**src/sv/swpd_pkg.sv**
```systemverilog
// Shared types, codes and constants for the single-wire sensor pulse decoder.
package swpd_pkg;

  localparam int SENSOR_SLOTS       = 8;
  localparam int NUM_SENSORS_DEFAULT = 8;
  localparam int EDGE_TOTAL         = 5 * 8 + 3;
  localparam int EDGE_CNT_W         = 6;
  localparam int BITS_W             = 40;
  localparam int CFG_INDEX_W        = 2;
  localparam int CFG_DATA_W         = 32;

  localparam logic [7:0]  THRESHOLD_RESET    = 8'd101;
  localparam logic [11:0] START_GAP_RESET    = 12'd500;
  localparam logic [31:0] MIN_INTERVAL_RESET = 32'd2100 * 32'd1000;
  localparam logic [7:0]  TEMP_MAG_MASK      = 8'h7F;
  localparam logic [7:0]  TEMP_SIGN_MASK     = 8'h80;

  typedef enum logic [1:0] {
    CMD_START  = 2'd0,
    CMD_EDGE   = 2'd1,
    CMD_FINISH = 2'd2
  } cmd_t;

  typedef enum logic [2:0] {
    ST_OK       = 3'd0,
    ST_CHECKSUM = 3'd1,
    ST_TOO_SOON = 3'd2,
    ST_IO       = 3'd3,
    ST_BUSY     = 3'd4,
    ST_STARTED  = 3'd5
  } status_t;

  typedef enum logic [CFG_INDEX_W-1:0] {
    REG_ENABLE_MASK  = 2'd0,
    REG_THRESHOLD    = 2'd1,
    REG_START_GAP    = 2'd2,
    REG_MIN_INTERVAL = 2'd3
  } reg_index_t;

  typedef struct packed {
    logic [1:0]  cmd;
    logic [2:0]  sensor_slot;
    logic [31:0] time_us;
  } item_t;

  typedef struct packed {
    logic [2:0]  status;
    logic [15:0] humidity_tenths;
    logic [14:0] temperature_tenths;
    logic        temperature_negative;
  } result_t;

endpackage

```
**src/sv/single_wire_sensor_pulse_decoder.sv**
```systemverilog
// Path: each item is held in the item register while decode logic forms its result,
// which is written into the result register once that register is free.
// Throughput: one item per cycle; an item moves on when the result register is
// free or being taken in the same cycle. Edge items give no result.
// Reset: synchronous; clears control state, configuration registers return to their defaults.
module single_wire_sensor_pulse_decoder
  import swpd_pkg::*;
#(
  parameter int NUM_SENSORS = NUM_SENSORS_DEFAULT
) (
  input  logic                   clk,
  input  logic                   rst,
  input  logic                   item_valid,
  output logic                   item_ready,
  input  item_t                  item,
  output logic                   result_valid,
  input  logic                   result_ready,
  output result_t                result,
  input  logic                   cfg_we,
  input  logic [CFG_INDEX_W-1:0] cfg_index,
  input  logic [CFG_DATA_W-1:0]  cfg_data
);

  logic    stage_valid;
  item_t   stage_item;
  logic    go;
  logic    has_result;
  result_t result_next;

  // the stage advances when the result slot is empty or drains this cycle
  assign go         = stage_valid && (!result_valid || result_ready);
  assign item_ready = !stage_valid || go;

  swpd_core #(
    .NUM_SENSORS(NUM_SENSORS)
  ) u_core (
    .clk        (clk),
    .rst        (rst),
    .cfg_we     (cfg_we),
    .cfg_index  (cfg_index),
    .cfg_data   (cfg_data),
    .go         (go),
    .item       (stage_item),
    .has_result (has_result),
    .result_next(result_next)
  );

  always_ff @(posedge clk) begin
    if (rst) begin
      stage_valid <= 1'b0;
    end else if (item_ready) begin
      stage_valid <= item_valid;
    end
  end

  always_ff @(posedge clk) begin
    if (item_ready && item_valid) begin
      stage_item <= item;
    end
  end

  always_ff @(posedge clk) begin
    if (rst) begin
      result_valid <= 1'b0;
    end else if (go) begin
      result_valid <= has_result;
    end else if (result_ready) begin
      result_valid <= 1'b0;
    end
  end

  always_ff @(posedge clk) begin
    if (go && has_result) begin
      result <= result_next;
    end
  end

endmodule

```
**src/sv/swpd_core.sv**
```systemverilog
// Decoder state, configuration registers and per-item decision logic.
module swpd_core
  import swpd_pkg::*;
#(
  parameter int NUM_SENSORS = NUM_SENSORS_DEFAULT
) (
  input  logic                   clk,
  input  logic                   rst,
  input  logic                   cfg_we,
  input  logic [CFG_INDEX_W-1:0] cfg_index,
  input  logic [CFG_DATA_W-1:0]  cfg_data,
  input  logic                   go,
  input  item_t                  item,
  output logic                   has_result,
  output result_t                result_next
);

  logic [NUM_SENSORS-1:0] enable_mask;
  logic [7:0]             one_bit_threshold;
  logic [11:0]            start_gap;
  logic [31:0]            min_interval;

  logic                  collecting, collecting_next;
  logic [2:0]            active_sensor, active_sensor_next;
  logic [31:0]           start_time, start_time_next;
  logic [EDGE_CNT_W-1:0] edge_count, edge_count_next;
  logic [31:0]           previous_edge_time, previous_edge_time_next;
  logic [BITS_W-1:0]     received_bits, received_bits_next;
  logic [31:0]           last_good_time, last_good_time_next;
  logic                  last_good_valid, last_good_valid_next;

  logic [SENSOR_SLOTS-1:0] mask_ext;
  logic [31:0] since_good, since_start, since_edge;
  logic [7:0]  b0, b1, b2, b3, b4, sum;
  logic        bit_val;

  assign mask_ext    = SENSOR_SLOTS'(enable_mask);
  assign since_good  = item.time_us - last_good_time;
  assign since_start = item.time_us - start_time;
  assign since_edge  = item.time_us - previous_edge_time;
  assign bit_val     = since_edge > {24'd0, one_bit_threshold};

  assign b0  = received_bits[39:32];
  assign b1  = received_bits[31:24];
  assign b2  = received_bits[23:16];
  assign b3  = received_bits[15:8];
  assign b4  = received_bits[7:0];
  assign sum = b0 + b1 + b2 + b3;

  always_comb begin
    collecting_next         = collecting;
    active_sensor_next      = active_sensor;
    start_time_next         = start_time;
    edge_count_next         = edge_count;
    previous_edge_time_next = previous_edge_time;
    received_bits_next      = received_bits;
    last_good_time_next     = last_good_time;
    last_good_valid_next    = last_good_valid;
    has_result              = 1'b0;
    result_next             = '0;
    case (item.cmd)
      CMD_START: begin
        has_result = 1'b1;
        if (collecting) begin
          result_next.status = ST_BUSY;
        end else if (!mask_ext[item.sensor_slot]) begin
          result_next.status = ST_IO;
        end else if (last_good_valid && item.sensor_slot == active_sensor &&
                     since_good < min_interval) begin
          result_next.status = ST_TOO_SOON;
        end else begin
          result_next.status = ST_STARTED;
          collecting_next    = 1'b1;
          active_sensor_next = item.sensor_slot;
          start_time_next    = item.time_us;
          edge_count_next    = EDGE_CNT_W'(1);
          received_bits_next = '0;
        end
      end
      CMD_EDGE: begin
        if (collecting && item.sensor_slot == active_sensor &&
            !(edge_count == EDGE_CNT_W'(1) && since_start < {20'd0, start_gap}) &&
            edge_count < EDGE_CNT_W'(EDGE_TOTAL)) begin
          // third accepted edge onward carries a data bit
          if (edge_count >= EDGE_CNT_W'(3)) begin
            received_bits_next = {received_bits[BITS_W-2:0], bit_val};
          end
          previous_edge_time_next = item.time_us;
          edge_count_next         = edge_count + EDGE_CNT_W'(1);
        end
      end
      CMD_FINISH: begin
        has_result = 1'b1;
        if (!collecting) begin
          result_next.status = ST_IO;
        end else begin
          collecting_next = 1'b0;
          if (edge_count < EDGE_CNT_W'(EDGE_TOTAL)) begin
            result_next.status = ST_IO;
          end else if (sum != b4) begin
            result_next.status = ST_CHECKSUM;
          end else begin
            result_next.status               = ST_OK;
            result_next.humidity_tenths      = {b0, b1};
            result_next.temperature_tenths   = {b2[6:0] & TEMP_MAG_MASK[6:0], b3};
            result_next.temperature_negative = |(b2 & TEMP_SIGN_MASK);
            last_good_time_next              = previous_edge_time;
            last_good_valid_next             = 1'b1;
          end
        end
      end
      default: begin
        has_result = 1'b0;
      end
    endcase
  end

  always_ff @(posedge clk) begin
    if (rst) begin
      enable_mask       <= '0;
      one_bit_threshold <= THRESHOLD_RESET;
      start_gap         <= START_GAP_RESET;
      min_interval      <= MIN_INTERVAL_RESET;
    end else if (cfg_we) begin
      case (cfg_index)
        REG_ENABLE_MASK:  enable_mask       <= cfg_data[NUM_SENSORS-1:0];
        REG_THRESHOLD:    one_bit_threshold <= cfg_data[7:0];
        REG_START_GAP:    start_gap         <= cfg_data[11:0];
        REG_MIN_INTERVAL: min_interval      <= cfg_data;
        default: begin
        end
      endcase
    end
  end

  always_ff @(posedge clk) begin
    if (rst) begin
      collecting         <= 1'b0;
      active_sensor      <= '0;
      start_time         <= '0;
      edge_count         <= '0;
      previous_edge_time <= '0;
      received_bits      <= '0;
      last_good_time     <= '0;
      last_good_valid    <= 1'b0;
    end else if (go) begin
      collecting         <= collecting_next;
      active_sensor      <= active_sensor_next;
      start_time         <= start_time_next;
      edge_count         <= edge_count_next;
      previous_edge_time <= previous_edge_time_next;
      received_bits      <= received_bits_next;
      last_good_time     <= last_good_time_next;
      last_good_valid    <= last_good_valid_next;
    end
  end

endmodule

```
**config.mk**
```make
export PLATFORM = sky130hd
export DESIGN_NAME = single_wire_sensor_pulse_decoder
export DESIGN_NICKNAME = d
export VERILOG_FILES = /design/src/sv/swpd_pkg.sv /design/src/sv/single_wire_sensor_pulse_decoder.sv /design/src/sv/swpd_core.sv
export SDC_FILE = /design/constraint.sdc
export NUM_CORES = 1
export LEC_CHECK = 0
export BUFFER_PORTS_ARGS = -buffer_cell sky130_fd_sc_hd__buf_2
export CORE_ASPECT_RATIO = 1.75
export CORE_MARGIN = 3
export CORE_UTILIZATION = 50
export CTS_CLUSTER_DIAMETER = 60
export DETAILED_ROUTE_END_ITERATION = 8
export GPL_TIMING_DRIVEN = 1
export PLACE_DENSITY = 0.79
export SLEW_MARGIN = 15
export SYNTH_ARGS = -nofsm -noshare
export SYNTH_HDL_FRONTEND = slang
export SYNTH_SLANG_ARGS = --single-unit
```
**constraint.sdc**
```tcl
create_clock -name clk -period 9.38 [get_ports clk]
set_clock_uncertainty 0.05 [all_clocks]
set_input_delay 1.876 -clock clk [delete_from_list [all_inputs] [get_ports clk]]
set_output_delay 1.876 -clock clk [all_outputs]
set_load 0.01 [all_outputs]
```
## Word-level counts from Yosys, hierarchy flattened

Cells that the tools add are included.

| storage, ports and cells | value |
|---|---|
| register bits after elaboration | 281 |
| output and inout bits | 37 |

| operators by class | value |
|---|---|
| eq/ne operators | 13 |
| magnitude comparators | 6 |
| $add $sub $neg | 7 |
| reductions and logical operators | 31 |
| bitwise operators | 5 |
| muxes and demuxes | 27 |

Operator list:

| operator | count |
|---|---|
| 40-bit two-way mux | 5 |
| 32-bit subtractor | 3 |
| 40-bit one-hot mux with 2 select lines | 1 |
| 32-bit by 8-bit greater-than comparator with 1-bit output | 1 |
| 32-bit by 12-bit < comparator with 1-bit output | 1 |
| 32-bit < comparator | 1 |
| 8-bit adder | 3 |
| 6-bit two-way mux | 4 |
| 3-bit two-way mux | 5 |
| 6-bit one-hot mux with 2 select lines | 1 |
| 2-bit AND reduction | 5 |
| 5-bit AND reduction | 2 |
| 1-bit logical AND | 9 |
| 1-bit two-way mux | 8 |
| 8-bit inequality test | 1 |
| 7-bit AND reduction | 1 |
| 6-bit by 1-bit adder with 6-bit output (second input constant) | 1 |
| 2-bit == test (second input constant) | 3 |
| 6-bit by 1-bit == test with 1-bit output (second input constant) | 1 |
| 6-bit by 2-bit >= comparator with 1-bit output (second input constant) | 1 |
| 6-bit < comparator (second input constant) | 1 |
| 2-bit by 1-bit inequality test with 1-bit output (second input constant) | 3 |
| 3-bit one-hot mux with 2 select lines | 1 |
| 6-bit AND reduction | 1 |
| 14 further kinds | 26 |

## Logic depth before layout (Yosys ltp)

Gate-level depths: netlist (run 1).

| logic depth | value |
|---|---|
| depth after elaboration | 8 |
| gate-level depth with buffers | 29 |

## Cells and area by module

Synthesis (run 1) repeated with hierarchy kept, for this count alone.

| unflattened totals | value |
|---|---|
| cells, all modules | 1946 |
| area total of the unflattened synthesis | 17200.2 µm² |

Modules (own cells, without submodules):

| module | times used | cells an instance | area each (µm²) | sequential area each (µm²) |
|---|---|---|---|---|
| swpd_core | 1 | 1863 | 14935.6 | 4144.0 |
| single_wire_sensor_pulse_decoder | 1 | 83 | 2264.7 | 2202.1 |

## Worst setup path before layout (run 1)

Ideal clock, no wire load.

| timing | value |
|---|---|
| kind | reg-to-reg |
| start point | register stage_item[1] in the netlist's numbering |
| end point | register u_core.received_bits[18] |
| path buffers | 3 |
| data arrival time | 5.245 ns |
| required time | 9.199 ns |
| stages on the path, launching flop included | 25 |
| path slack | 3.954 ns |
| period minus slack after synthesis | 5.426 ns |
| path through | edfxtp_1 -> ha_1 -> nor2b_1 -> o21ai_0 -> a21boi_0 -> o41a_1 -> o21ai_0 -> a211oi_1 -> o21ai_0 -> o2111ai_1 -> a31o_2 -> a21oi_1 -> xnor2_1 -> ha_1 -> nor3b_1 -> o21ai_0 -> nor4b_1 -> o2111ai_1 -> nand3b_1 -> nor2b_1 -> buf_1 -> o32ai_1 -> clkbuf_1 -> clkbuf_1 -> o41ai_1 |

| between the ends | value |
|---|---|
| longest elaborated chain between the ends | 8 |
| elaborated cells on any way between the ends | 12 |
| classes of those cells | add/sub: 2; order compare: 2; eq/ne: 2; reduce/logical: 6 |

Ends and longest elaborated chain:

| item | line | text |
|---|---|---|
| start: declaration | single_wire_sensor_pulse_decoder.sv:25 | `item_t stage_item;` |
| start signal: assignment | single_wire_sensor_pulse_decoder.sv:58 | `stage_item <= item;` |
| 32-bit subtractor | swpd_core.sv:39 | `assign since_start = item.time_us - start_time;` |
| 32-bit by 12-bit < comparator with 1-bit output | swpd_core.sv:82 | `!(edge_count == EDGE_CNT_W'(1) && since_start < {20'd0, start_gap}) &&` |
| 1-bit logical AND | swpd_core.sv:82 |  |
| 1-bit zero test | swpd_core.sv:82 |  |
| 1-bit logical AND | swpd_core.sv:81 | `if (collecting && item.sensor_slot == active_sensor &&` |
| 1-bit logical AND | swpd_core.sv:82 |  |
| 2-bit by 1-bit inequality test with 1-bit output (no line) | -- |  |
| 7-bit AND reduction (no line) * | -- |  |
| end signal: assignment | swpd_core.sv:152 | `received_bits <= received_bits_next;` |
| end: declaration | swpd_core.sv:28 | `logic [BITS_W-1:0] received_bits, received_bits_next;` |

Every way passes the cells marked *; elsewhere a longest branch is shown, timed or not.
A chain may end at the register's enable or synchronous reset.

## Worst setup path in the final report (run 1)

| timing | value |
|---|---|
| start point | register stage_item[1] in the netlist's numbering |
| end point | register u_core.received_bits[0] |

| between the ends | value |
|---|---|
| longest elaborated chain between the ends | 8 |
| elaborated cells on any way between the ends | 17 |
| classes of those cells | add/sub: 3; order compare: 3; eq/ne: 2; mux: 3; reduce/logical: 6 |

Ends and longest elaborated chain:

| item | line |
|---|---|
| 32-bit subtractor | swpd_core.sv:39 |
| 32-bit by 12-bit < comparator with 1-bit output | swpd_core.sv:82 |
| 1-bit logical AND | swpd_core.sv:82 |
| 1-bit zero test | swpd_core.sv:82 |
| 1-bit logical AND | swpd_core.sv:81 |
| 1-bit logical AND | swpd_core.sv:82 |
| 2-bit by 1-bit inequality test with 1-bit output (no line) | -- |
| 7-bit AND reduction (no line) | -- |

Several ways; a longest one is shown, not always the timed one. The select of a mux whose other input is x is not followed.

==> results of run 1 <==
-- worst max-delay path, cell delays in order (launching register included) --
cell and delay, ps:
edfxtp_1 570, ha_1 360, nor2b_1 120, o21ai_0 220, a21boi_0 230, o41a_1 390, o21ai_0 270, a211oi_1 160
o21ai_0 460, o2111ai_1 220, a31o_2 260, a21oi_1 160, xnor2_1 90, ha_1 310, inv_1 40, o21ai_0 230
nor4b_1 90, o2111ai_1 110, nand3b_1 310, nor2b_4 940, o32ai_4 160, buf_4 310, nor2_2 120, buf_4 360
mux2_1 350
-- sequential cells by signal (all words and copies together) (netlist names) --
register and flops:
u_core.received_bits 40, stage_item 37, result 35, u_core.last_good_time 32, u_core.min_interval 32, u_core.previous_edge_time 32
u_core.start_time 32, u_core.start_gap 12, u_core.enable_mask 8, u_core.one_bit_threshold 8, u_core.edge_count 6, u_core.active_sensor 3
result_valid 1, stage_valid 1, u_core.collecting 1, u_core.last_good_valid 1
-- cells by family after synthesis --
group	Yosys count	share of synthesized area
simple gates	667	0.179
compound gates	506	0.184
xor+xnor	88	0.0441
buf+inv	272	0.0599
flops	281	0.363
mux	71	0.0422
fa+ha+maj	169	0.128
-- how the worst max path moves through the flow --
| stage | depth (start not counted) | start | endpoint | slack, ps |
|---|---|---|---|---|
| after floorplan | 24 | stage_item[1] | u_core.received_bits[18] | 3950 |
| after global placement | 24 | stage_item[1] | u_core.received_bits[0] | 2520 |
| after detailed placement | 24 | stage_item[1] | u_core.received_bits[0] | 2370 |
| after CTS | 24 | stage_item[1] | u_core.received_bits[0] | 2320 |
| after global routing | 24 | stage_item[1] | u_core.received_bits[0] | 1740 |
| final | 24 | stage_item[1] | u_core.received_bits[0] | 2330 |
-- layer usage --
metal,vias up,global-route usage,part of all wire
met2,469,0.505,0.53
met4,0,0.198,0.084
li1,7294,-,-
met3,188,0.0313,0.042
met5,-,0,0
met1,7170,0.260,0.35
-- metrics by stage --
stage               std cells  hold WS [ps]  cell area [µm²]  setup slack, ps  power, mW
global route             2599           421            19400             1740       2.95
floorplan                2054           382            17500             3950       1.59
CTS                      2599           402            19400             2320       2.86
detailed placement       2547           395            18400             2370       1.71
finish                   2599           404            19400             2330       2.85
global placement         2547           389            18400             2520       1.70
-- synthesized netlist by cell type, types with 6 or more instances --
library cell | n | share of area
nand2_1 | 310 | 0.067
a21oi_1 | 217 | 0.062
dfxtp_1 | 209 | 0.24
inv_1 | 180 | 0.039
ha_1 | 152 | 0.11
nor2_1 | 117 | 0.025
clkbuf_1 | 81 | 0.017
edfxtp_1 | 72 | 0.12
mux2i_1 | 67 | 0.038
o21ai_0 | 64 | 0.018
xnor2_1 | 59 | 0.030
and2_1 | 39 | 0.014
a21o_1 | 37 | 0.016
nand2b_1 | 36 | 0.013
nor2b_1 | 34 | 0.012
xor2_1 | 29 | 0.015
nor3_1 | 25 | 0.0072
nand4_1 | 24 | 0.0086
o21a_1 | 23 | 0.0099
nand3_1 | 22 | 0.0063
o41ai_1 | 19 | 0.0095
fa_1 | 17 | 0.019
nand3b_1 | 15 | 0.0064
o211ai_1 | 15 | 0.0064
a31oi_1 | 14 | 0.0050
a211oi_1 | 13 | 0.0056
o21bai_1 | 11 | 0.0047
o31a_1 | 10 | 0.0050
a211o_1 | 9 | 0.0045
o21ai_1 | 9 | 0.0026
and3_1 | 8 | 0.0029
nor4_1 | 8 | 0.0029
o2111ai_1 | 7 | 0.0035
a21boi_0 | 6 | 0.0026
o31ai_1 | 6 | 0.0026
or2_2 | 6 | 0.0021
-- layout make-up --
cell class | instances | area [µm²] | share of cell area
clock buffer | 35 | 757 | 0.0391
clock inverter | 17 | 176 | 0.00911
inverter | 180 | 676 | 0.0349
multi-input combinational | 1501 | 10200 | 0.525
sequential | 281 | 6350 | 0.328
tap | 460 | 576 | 0.0297
timing repair buffer | 125 | 664 | 0.0343
-- power by group through the flow --
stage	Clock (mW)	Combinational (mW)	Sequential [mW]
final	1.16	0.397	1.29
after detailed placement	0	0.391	1.32
after floorplan	0	0.282	1.30
after CTS	1.17	0.394	1.29
after global placement	0	0.383	1.32
after global routing	1.21	0.441	1.29
==> metrics.md, run 1 <==
| Metric | Value |
|---|---|
| Cts bufs inserted | `28` |
| Mapped Area | `0.0175 mm²` |
| Final Cycle Share | `0.752` |
| Path type of the worst min-delay path | `reg -> reg` |
| Sequential Power Share | `0.454` |
| Arrival time at the worst endpoint | `7470 ps` |
| DRC Markers | `0` |
| CP max FO | `39` |
| WL final | `50,700 µm` |
| Min Clock Period, post-route | `7050 ps` |
| WHS Endpoint | `u_core.start_time[29]` |
| Top FF cell, synth | `dfxtp_1` |
| Sequential area share after synthesis | `0.363` |
| Rel. slew slack | `0.249` |
| Ports | `113` |
| Asr flop ratio synth | `0` |
| Buffers on Ports | `112` |
| Setup Crit Path Kind | `reg -> reg` |
| Sw Ratio | `0.271` |
| Filler Cells Inserted | `3,112` |
| Detailed Routing Iterations Pass 1 | `6` |
| Core Region | `0.0345 mm²` |
| Post-synthesis cell type count | `83` |
| Routability Congestion | `0.986` |
| Worst IR Drop VDD | `0.139 mV` |
| Seq cells post-synth | `281` |
| Die area | `0.0374 mm²` |
| Outcome | `finished, final reports clean` |
| Final Hold Viols | `0` |
| Nets@finish | `2,362` |
| CTS Root Buffer Type | `clkbuf_16` |
| Slew Limit Fails | `0` |
| Internal | `2.08 mW` |
| Worst reg2reg path depth | `24` |
| Worst-margin pin slew | `1130 ps` |
| Largest net degree at the start of global routing | `124` |
| Final setup vio count | `0` |
| CP startpoint kind | `flip-flop` |
| Antenna Cells | `0` |
| Leak | `7.42 nW` |
| PostCTS Resize Cnt | `0` |
| Setup TNS | `0 ps` |
| Wire per inst | `19.5 µm` |
| Worst Min Path Start | `u_core.start_time[29]` |
| Post-CTS Setup Inserts | `0` |
| Initial Util | `0.508` |
| Pwr dens | `147 mW/mm²` |
| # rows | `90` |
| Post-DP HPWL | `38,700 µm` |
| Element type at the critical path end | `flip-flop` |
| WP data required | `9800 ps` |
| FF-to-FF Start | `stage_item[1]` |
| Grt ovf | `0` |
| Antenna violation net count after detailed routing | `0` |
| EDFF count, synth | `72` |
| RSZ-0062 raised after global routing | `false` |
| Clock share of power | `0.407` |
| Via density | `5.82` |
| Syn Inst Count | `2,054` |
| Layout Utilization | `0.562` |
| Syn avg cell area | `8.52 µm²` |
| CTS tree | `done` |
| Syn nets | `2,299` |
| Max frequency | `142 MHz` |
| Antenna violations before repair | `0` |
| Net Switching | `0.772 mW` |
| First-pass GRT wire length | `79,000 µm` |
| Die height | `253 µm` |
| Clock Sinks | `281` |
| Clock-pin slew on the worst setup and hold paths | `70 ps` |
| Most frequent cells in the layout | `nand2_1 (310), a21oi_1 (216), dfxtp_1 (209)` |
| R2R Path End | `u_core.received_bits[0]` |
| Die X | `147 µm` |
| H-tree Lvls | `1` |
| CTS Hold Buffers Added | `0` |
| Ys Warns | `0` |
| Vias | `15,100` |
| Gate power share | `0.139` |
| CTS Buffer Depth | `3` |
| R2r setup slk | `2330 ps` |
| Share of cells above drive strength 1 | `0.0949` |
| Most common cell after layout, fill and taps aside | `nand2_1` |
| All-Layer GR Usage | `0.266` |
| Vias in the first global route | `15,400` |
| Hold depth | `2` |
| Skew-Pair Late Insertion Delay | `580 ps` |
| Area added between synthesis and finish | `10.7%` |
| Maxcap violations | `0` |
| DR iter-0 viols | `798` |
(Power assumes the default switching activity.)
==> run 2, diff against run 1 <==
--- a/config.mk
+++ b/config.mk
@@ -12,7 +12,7 @@
 export CTS_CLUSTER_DIAMETER = 60
 export DETAILED_ROUTE_END_ITERATION = 8
 export GPL_TIMING_DRIVEN = 1
-export PLACE_DENSITY = 0.79
+export PLACE_DENSITY = 0.81
 export SLEW_MARGIN = 15
 export SYNTH_ARGS = -nofsm -noshare
 export SYNTH_HDL_FRONTEND = slang
==> constraint.sdc (replaced) <==
create_clock -name clk -period 6.1 [get_ports clk]
set_clock_uncertainty 0.05 [all_clocks]
set_input_delay 1.22 -clock clk [delete_from_list [all_inputs] [get_ports clk]]
set_output_delay 1.22 -clock clk [all_outputs]
set_load 0.01 [all_outputs]
==> run 2 against run 1 <==
Die area unchanged; clock power rose by 50%; cell count rose by 0.50%; core utilization rose by 0.54 points; combinational power increased by 53%; fmax rose by 21%; sequential power rose by 54%; flip-flop and latch count stayed put.
==> metrics.md, run 2 (same netlist as run 1, synthesis figures left out) <==
| Metric | Value |
|---|---|
| Outcome | `finished, final reports clean` |
| Die X | `147 µm (unchanged)` |
| First-pass GRT wire length | `78,100 µm (-1.2%)` |
| Maxcap violations | `0 (unchanged)` |
| Antenna violations before repair | `0 (unchanged)` |
| Final setup vio count | `0 (unchanged)` |
| CTS Buffer Depth | `3 (unchanged)` |
| Gate power share | `0.140 (about the same)` |
| Most Crowded Layer GR | `met2` |
| FF/Latch Area | `0.00635 mm² (unchanged)` |
| Cts bufs inserted | `28 (unchanged)` |
| Net Switching | `1.21 mW (+57%)` |
| WL final | `49,800 µm (-1.8%)` |
| Pwr dens | `222 mW/mm² (+51%)` |
| Worst path buffer plus inverter count | `1 (-2)` |
| Most frequent cells in the layout | `nand2_1 (310), a21oi_1 (216), dfxtp_1 (209)` |
| Sw Ratio | `0.279 (+0.00825)` |
| Element type at the critical path end | `flip-flop` |
| Clock-pin slew on the worst setup and hold paths | `70 ps (about the same)` |
| Share of cells above drive strength 1 | `0.103 (+0.00779)` |
| Cell mode on critical path | `o21ai_0` |
| Leak | `7.50 nW (+1.2%)` |
| Setup Crit Path Kind | `reg -> reg` |
| Final Power | `4.33 mW (+52%)` |
| Initial Util | `0.508 (unchanged)` |
| Max frequency | `172 MHz (+21%)` |
| Final Cycle Share | `0.954 (+0.202)` |
| Antenna Cells | `0 (unchanged)` |
| Vias | `15,200 (+0.19%)` |
| Final setup margin | `281 ps (-2050 ps)` |
| Clock Sinks | `281 (unchanged)` |
| Final Hold Viols | `0 (unchanged)` |
| # rows | `90 (unchanged)` |
| Area of the multi-input gates | `0.0102 mm² (+0.39%)` |
| Worst-margin pin slew | `1090 ps (-36.9 ps)` |
| H-tree Lvls | `1 (unchanged)` |
| Die area | `0.0374 mm² (unchanged)` |
| Detailed Routing Iterations Pass 1 | `5 (-1)` |
| CTS Hold Buffers Added | `0 (unchanged)` |
| CP max FO | `14 (-64%)` |
| GR met2 Demand/Resource | `0.488 (-0.0174)` |
| Routability Congestion | `1.01 (+2.4%)` |
| Internal | `3.12 mW (+50%)` |
| Inst Count DP | `2,554 (+0.27%)` |
| Place WS | `152 ps (-2220 ps)` |
| Wire per inst | `19.1 µm (-2.3%)` |
| Nets@finish | `2,375 (+0.55%)` |
| Buffers on Ports | `112 (unchanged)` |
| Number of flip-flops in the largest register | `40 (unchanged)` |
| Largest net degree at the start of global routing | `133 (+7.3%)` |
| Die height | `253 µm (unchanged)` |
| Rel. slew slack | `0.274 (+0.0246)` |
| CTS tree | `done` |
| Cell Count, Final, Fillers Out | `2,612 (+0.50%)` |
| Min Clock Period, post-route | `5820 ps (-1230 ps)` |
| Area added between synthesis and finish | `11.8%` |
| Grt ovf | `0 (unchanged)` |
| Core Region | `0.0345 mm² (unchanged)` |
| Reg with most FFs | `u_core.received_bits` |
| All-Layer GR Usage | `0.261 (-0.00456)` |
| Setup TNS | `0 ps (unchanged)` |
| WP data required | `6540 ps (-3260 ps)` |
| Crit path cell chain | `ha_1 > nor2b_1 > o21ai_0 > a21boi_0 > o41a_1 > o21ai_0 > a211oi_2 > a211oi_2 > o21bai_1 > a21oi_1 > xnor2_1 > ha_1 > nand4_1 > nor3_1 > o2111a_1 > o21ai_0 > o2111ai_2 > nand3b_1 > nor2b_4 > o32ai_4 > nor2_2 > buf_12 > mux2i_1` |
| Largest registers | `u_core.received_bits (40), stage_item (37), result (35)` |
| Via density | `5.80 (-0.31%)` |
| Met1 Use GR | `0.260 (about the same)` |
| DR iter-0 viols | `883 (+11%)` |
| Post-DP HPWL | `37,700 µm (-2.5%)` |
| CP startpoint kind | `flip-flop` |
| Vias in the first global route | `15,300 (-0.36%)` |
| Worst IR Drop VDD | `0.227 mV (+63%)` |
| Most common cell after layout, fill and taps aside | `nand2_1` |
| CTS Root Buffer Type | `clkbuf_16` |
| Ports | `113 (unchanged)` |
| DRC Markers | `0 (unchanged)` |
| Path type of the worst min-delay path | `reg -> reg` |
| Slew Limit Fails | `0 (unchanged)` |
| Filler Cells Inserted | `3,139 (+0.87%)` |
| Critical Path Slowest Stage Cell | `edfxtp_1` |
| Arrival time at the worst endpoint | `6260 ps (-1210 ps)` |
| Placed inst area | `0.0185 mm² (+0.46%)` |
| Finished Cell Area | `0.0195 mm² (+0.97%)` |
| Clock share of power | `0.401 (-0.006)` |
| CP delay by family, top | `compound AO/OA/AOI/OAI gates` |
| CP peak stage delay | `460 ps (-480 ps)` |
| Antenna violation net count after detailed routing | `0 (unchanged)` |
| Global routing usage on met3 | `0.0306 (-0.000716)` |
| Skew-Pair Late Insertion Delay | `590 ps (about the same)` |
| Sequential Power Share | `0.459 (+0.005)` |
[run 2: cell types whose count changed in the layout (fill, tap and decap cells not counted), sizes merged]
cell	delta
clkinv	+2
bufinv	-2
clkinvlp	-1
inv	+3
clkbuf	-2
buf	+13
[run 2: final cells by class]
class                   instances  area share
well taps                     460      0.0294
clock buffers                  33      0.0384
multi-input cells            1501       0.522
inverters                     180      0.0346
flip-flops and latches        281       0.325
repair buffers                138      0.0428
clock inverters                19     0.00813
[run 2: repair_timing]
action | in CTS | in global routing
endpoints found under the setup margin | 0 | 98
setup buffers | 0 | 6
resized for setup | 0 | 11
[run 2: path summary, 6_finish.rpt]
check / from / endpoint / slack (ps) / depth (start not counted)
max: stage_item[1] / u_core.received_bits[1] / 280 / 23
min: u_core.last_good_time[14] / u_core.last_good_time[14] / 400 / 2
max reg2reg: stage_item[1] / u_core.received_bits[1] / 280 / 23
min reg2reg: u_core.last_good_time[14] / u_core.last_good_time[14] / 400 / 2
[run 2: through the flow]
| step | hold slack (ps) | utilization |
|---|---|---|
| floorplan | 382 | - |
| global placement | 390 | 0.537 |
| detailed placement | 396 | 0.537 |
| CTS | 405 | 0.564 |
| global route | 420 | 0.567 |
| finish | 402 | 0.567 |
[run 2: worst register-to-register path, stage by stage (launching register included)]
cell and delay, ps:
edfxtp_1 460, ha_1 320, nor2b_1 120, o21ai_0 220, a21boi_0 220, o41a_1 400
o21ai_0 360, a211oi_2 200, a211oi_2 320, o21bai_1 100, a21oi_1 190, xnor2_1 90
ha_1 300, nand4_1 120, nor3_1 340, o2111a_1 240, o21ai_0 160, o2111ai_2 190
nand3b_1 250, nor2b_4 270, o32ai_4 130, nor2_2 240, buf_12 210, mux2i_1 240
[run 2: power by group through the flow]
| stage | Clock [mW] | Sequential (mW) | Combinational [mW] |
|---|---|---|---|
| 2_1_floorplan | 0 | 2.01 | 0.434 |
| 3_3_place_gp | 0 | 2.03 | 0.580 |
| 3_5_place_dp | 0 | 2.03 | 0.594 |
| 4_1_cts | 1.76 | 1.99 | 0.598 |
| 5_1_grt | 1.82 | 1.99 | 0.678 |
| 6_report | 1.74 | 1.99 | 0.608 |
[run 2: metal layers]
layer / part of all wire / vias up / wire (µm)
met5: 0 / - / 0
met4: 0.090 / 0 / 4490
met3: 0.045 / 213 / 2230
met2: 0.52 / 491 / 26000
met1: 0.34 / 7151 / 17100
li1: - / 7295 / -
